## config.mk

```make
export PLATFORM = sky130hd
export DESIGN_NAME = fpbc_ram
export DESIGN_NICKNAME = d
export VERILOG_FILES = /design/src/rtl/fpbc_ram.sv
export SDC_FILE = /design/constraint.sdc
export NUM_CORES = 1
export LEC_CHECK = 0
export BUFFER_PORTS_ARGS = -buffer_cell sky130_fd_sc_hd__buf_2
export CAP_MARGIN = 20
export CORE_MARGIN = 2
export CORE_UTILIZATION = 40
export CTS_BUF_LIST = sky130_fd_sc_hd__clkbuf_2 sky130_fd_sc_hd__clkbuf_4 sky130_fd_sc_hd__clkbuf_8
export DETAILED_ROUTE_END_ITERATION = 12
export HOLD_SLACK_MARGIN = 0.08
export PLACE_DENSITY_LB_ADDON = 0.12
export SKIP_LAST_GASP = 1
export SLEW_MARGIN = 20
export SYNTH_ARGS = -nofsm -noshare
export SYNTH_HDL_FRONTEND = slang
export SYNTH_SLANG_ARGS = --single-unit
```

## constraint.sdc

```tcl
create_clock -name clk -period 2.1 [get_ports clk]
set_clock_uncertainty 0.15 [all_clocks]
set_input_delay 0.105 -clock clk [delete_from_list [all_inputs] [get_ports clk]]
set_output_delay 0.105 -clock clk [all_outputs]
set_load 0.005 [all_outputs]
```

## src/rtl/fpbc_ram.sv

```systemverilog
// ----------------------------------------------------------------------------
// Free page block cache: generic RAM
// One write port, one read port, read data registered.
// ----------------------------------------------------------------------------
module fpbc_ram #(
  parameter int W = 8,
  parameter int D = 16
) (
  input  logic                 clk,
  input  logic                 we,
  input  logic [$clog2(D)-1:0] waddr,
  input  logic [W-1:0]         wdata,
  input  logic [$clog2(D)-1:0] raddr,
  output logic [W-1:0]         rdata
);

  logic [W-1:0] mem [D];

  always_ff @(posedge clk) begin
    if (we) begin
      mem[waddr] <= wdata;
    end
    rdata <= mem[raddr];
  end

endmodule

```

==> metrics.cfg <==
[worst_setup_path]
cp_max_fo = 8
arrival_ps = 1700
critPathLaunchType = input port
critPathTopFamily = buffers and inverters
end_kind = register
crit_path_frequent_cell = dlygate4sd3_1
cp.required_ps = 2070
cp_slowest_cell = dlygate4sd3_1
crit_buf_inv = 4
crit_chain = dlygate4sd3_1, buf_2, nor3_1, dlygate4sd3_1, buf_4
max_stage_delay_ps = 560
crit_type = in -> reg

[synth]
syn-num-nets = 247
ys_seq_area_share_pct = 77.78
ys_types = 19
ys_ff_latch = 136
syn_area_um2 = 5147
ys_warn_count = 0
syn_inst = 229
syn_area_per_cell_um2 = 22.48

[clock_network]
cts.reportedPaths.clkPinSlew_ps = 60
cts-root-buf = clkbuf_8
cts_resized = 0
cts_buffers = 17
cts_htree_levels = 4
clkLatencyLatePin_ps = 430
post_cts_buffers = 0
clock_tree.buffer_depth = 2
numClockSinks = 136
cts_hold_buf = 12
cts_tree = yes

[layout]
drive_gt1_share_pct = 30.84
fin_nets = 314
synthToLayoutAreaGrowth_pct = 18.16
fin_util_pct = 48.39
insertedDiodeCount = 0

[floorplan]
die-width_um = 117.4
die_area_um2 = 13790
fp.dieH_um = 117.4
core_um2 = 12570
start_util_pct = 40.96
ioPinCount = 26
row_count = 41

[sta]
rsz0062_at_grt = no
slew_violations = 0
hold_violations = 0
max_slew_margin_pct = 69.12
setup_viol = 0
setup_tns_ps = 0
period_share_pct = 82.30
period_needed_ps = 1728
fmax_mhz = 578.6
worst_slew_pin_slew_ps = 463.2

[power]
peakVddDrop_v = 0.0003110
powerDensity_nw_per_um2 = 879.4
power.leakage_nw = 2.069

[job]
cap_violations = 0

[drt]
routed_wl_um = 9906
drc_errors = 0
vias = 2456
routedWlPerCell_um = 20.64
antenna_left = 0
drtIter0Drc = 153
vias_per_cell = 5.117
firstDrtPassIters = 4

[grt]
grt_max_degree = 33
gr-total-overflow = 0
grt_pass1_vias = 2601
track_usage_pct = 15.42
grt_pass1_wl_um = 15350
antenna_found_initial = 0

[worst_hold_path]
worst_hold_path_type = in -> reg

[placed_design]
io_buffers = 25
dpl.hpwl_um = 6180
gp_congestion = 0.7257

[run_status]
status = completed

-- cell type report --
cell class | count | area, µm²
clock inverter | 4 | 43.79
timing repair buffer | 58 | 427.9
multi-input combinational | 83 | 1057
fill | 1043 | 6486
clock buffer | 27 | 334.1
sequential | 136 | 4004
tap | 172 | 215.2
-- worst register-to-register path, delay by kind of cell (launching register included) --
family | cells | cell delay [ps]
and+or+nand+nor | 1 | 120
muxes | 1 | 530
DFF | 1 | 360
AOI/OAI and AO/OA | 1 | 270
-- stage by stage --
| step | power, W | cell area (µm²) | setup WS [ps] | hold slack, ps | cells |
|---|---|---|---|---|---|
| floorplan | 0.003259 | 5147 | 352.1 | 53.87 | 229 |
| global route | 0.005549 | 6082 | 316.5 | 128.4 | 480 |
| global placement | 0.003393 | 5584 | 234.0 | 338.8 | 437 |
| finish | 0.005349 | 6082 | 371.7 | 108.5 | 480 |
| detailed placement | 0.003396 | 5584 | 238.4 | 336.6 | 437 |
| CTS | 0.005418 | 6082 | 398.0 | 82.61 | 480 |
-- placed cells by master, fill, tap and decap left out, drive strengths merged --
cell type / count
or3b: 1
mux4: 32
nor2: 13
nand3b: 2
dlygate4sd3: 12
buf: 46
nand2b: 2
dfxtp: 8
nand2: 9
clkinv: 3
clkbuf: 27
nor2b: 1
bufinv: 1
nor3: 4
edfxtp: 128
and2b: 1
nand3: 1
a22oi: 16
and2: 1
-- cells in the mapped netlist (all sizes together) --
| master | instances | area [µm²] |
|---|---|---|
| nand3b | 2 | 15.01 |
| dfxtp | 8 | 160.2 |
| nor2 | 13 | 48.80 |
| a22oi | 16 | 120.1 |
| nor2b | 1 | 6.260 |
| edfxtp | 128 | 3844 |
| or3b | 1 | 8.760 |
| and2b | 1 | 7.510 |
| and2 | 1 | 6.260 |
| nand2b | 2 | 12.51 |
| buf | 7 | 56.30 |
| clkdlybuf4s25 | 3 | 30.03 |
| nand2 | 9 | 33.78 |
| nor3 | 4 | 20.02 |
| mux4 | 32 | 773.2 |
| nand3 | 1 | 5.000 |
-- final timing paths --
| check | start | end | slack, ps | cells after the start |
|---|---|---|---|---|
| max | waddr[1] | mem[0][1] | 370 | 5 |
| min | raddr[2] | rdata[1] | 110 | 5 |
| min reg2reg | mem[7][1] | rdata[1] | 520 | 3 |
| max reg2reg | mem[9][4] | rdata[4] | 540 | 3 |
-- logic make-up after synthesis --
| logic type | count (synthesis) | synth area share (%) |
|---|---|---|
| AOI/OAI and AO/OA | 16 | 2.334 |
| buffers and inverters | 10 | 1.677 |
| DFF | 136 | 77.78 |
| muxes | 32 | 15.02 |
| and+or+nand+nor | 35 | 3.184 |
-- power by group --
group          total (W)  leakage, nW  internal, W  switching (W)
sequential       0.00305         1.22      0.00303      0.0000179
clock            0.00200        0.202      0.00113       0.000876
combinational   0.000294        0.643     0.000138       0.000156
total            0.00535         2.07      0.00430        0.00105
-- flip-flops by register name, indices dropped and copies added (netlist names) --
signal	count
mem	128
rdata	8
-- routing by layer --
metal	global-route usage [%]	up-vias	share of wire, %
li1	-	1101	-
met1	20.11	1283	45
met2	24.78	66	50
met3	4.718	6	4.8
met4	5.196	0	0.98
met5	0	-	0
(Power assumes the default switching activity.)
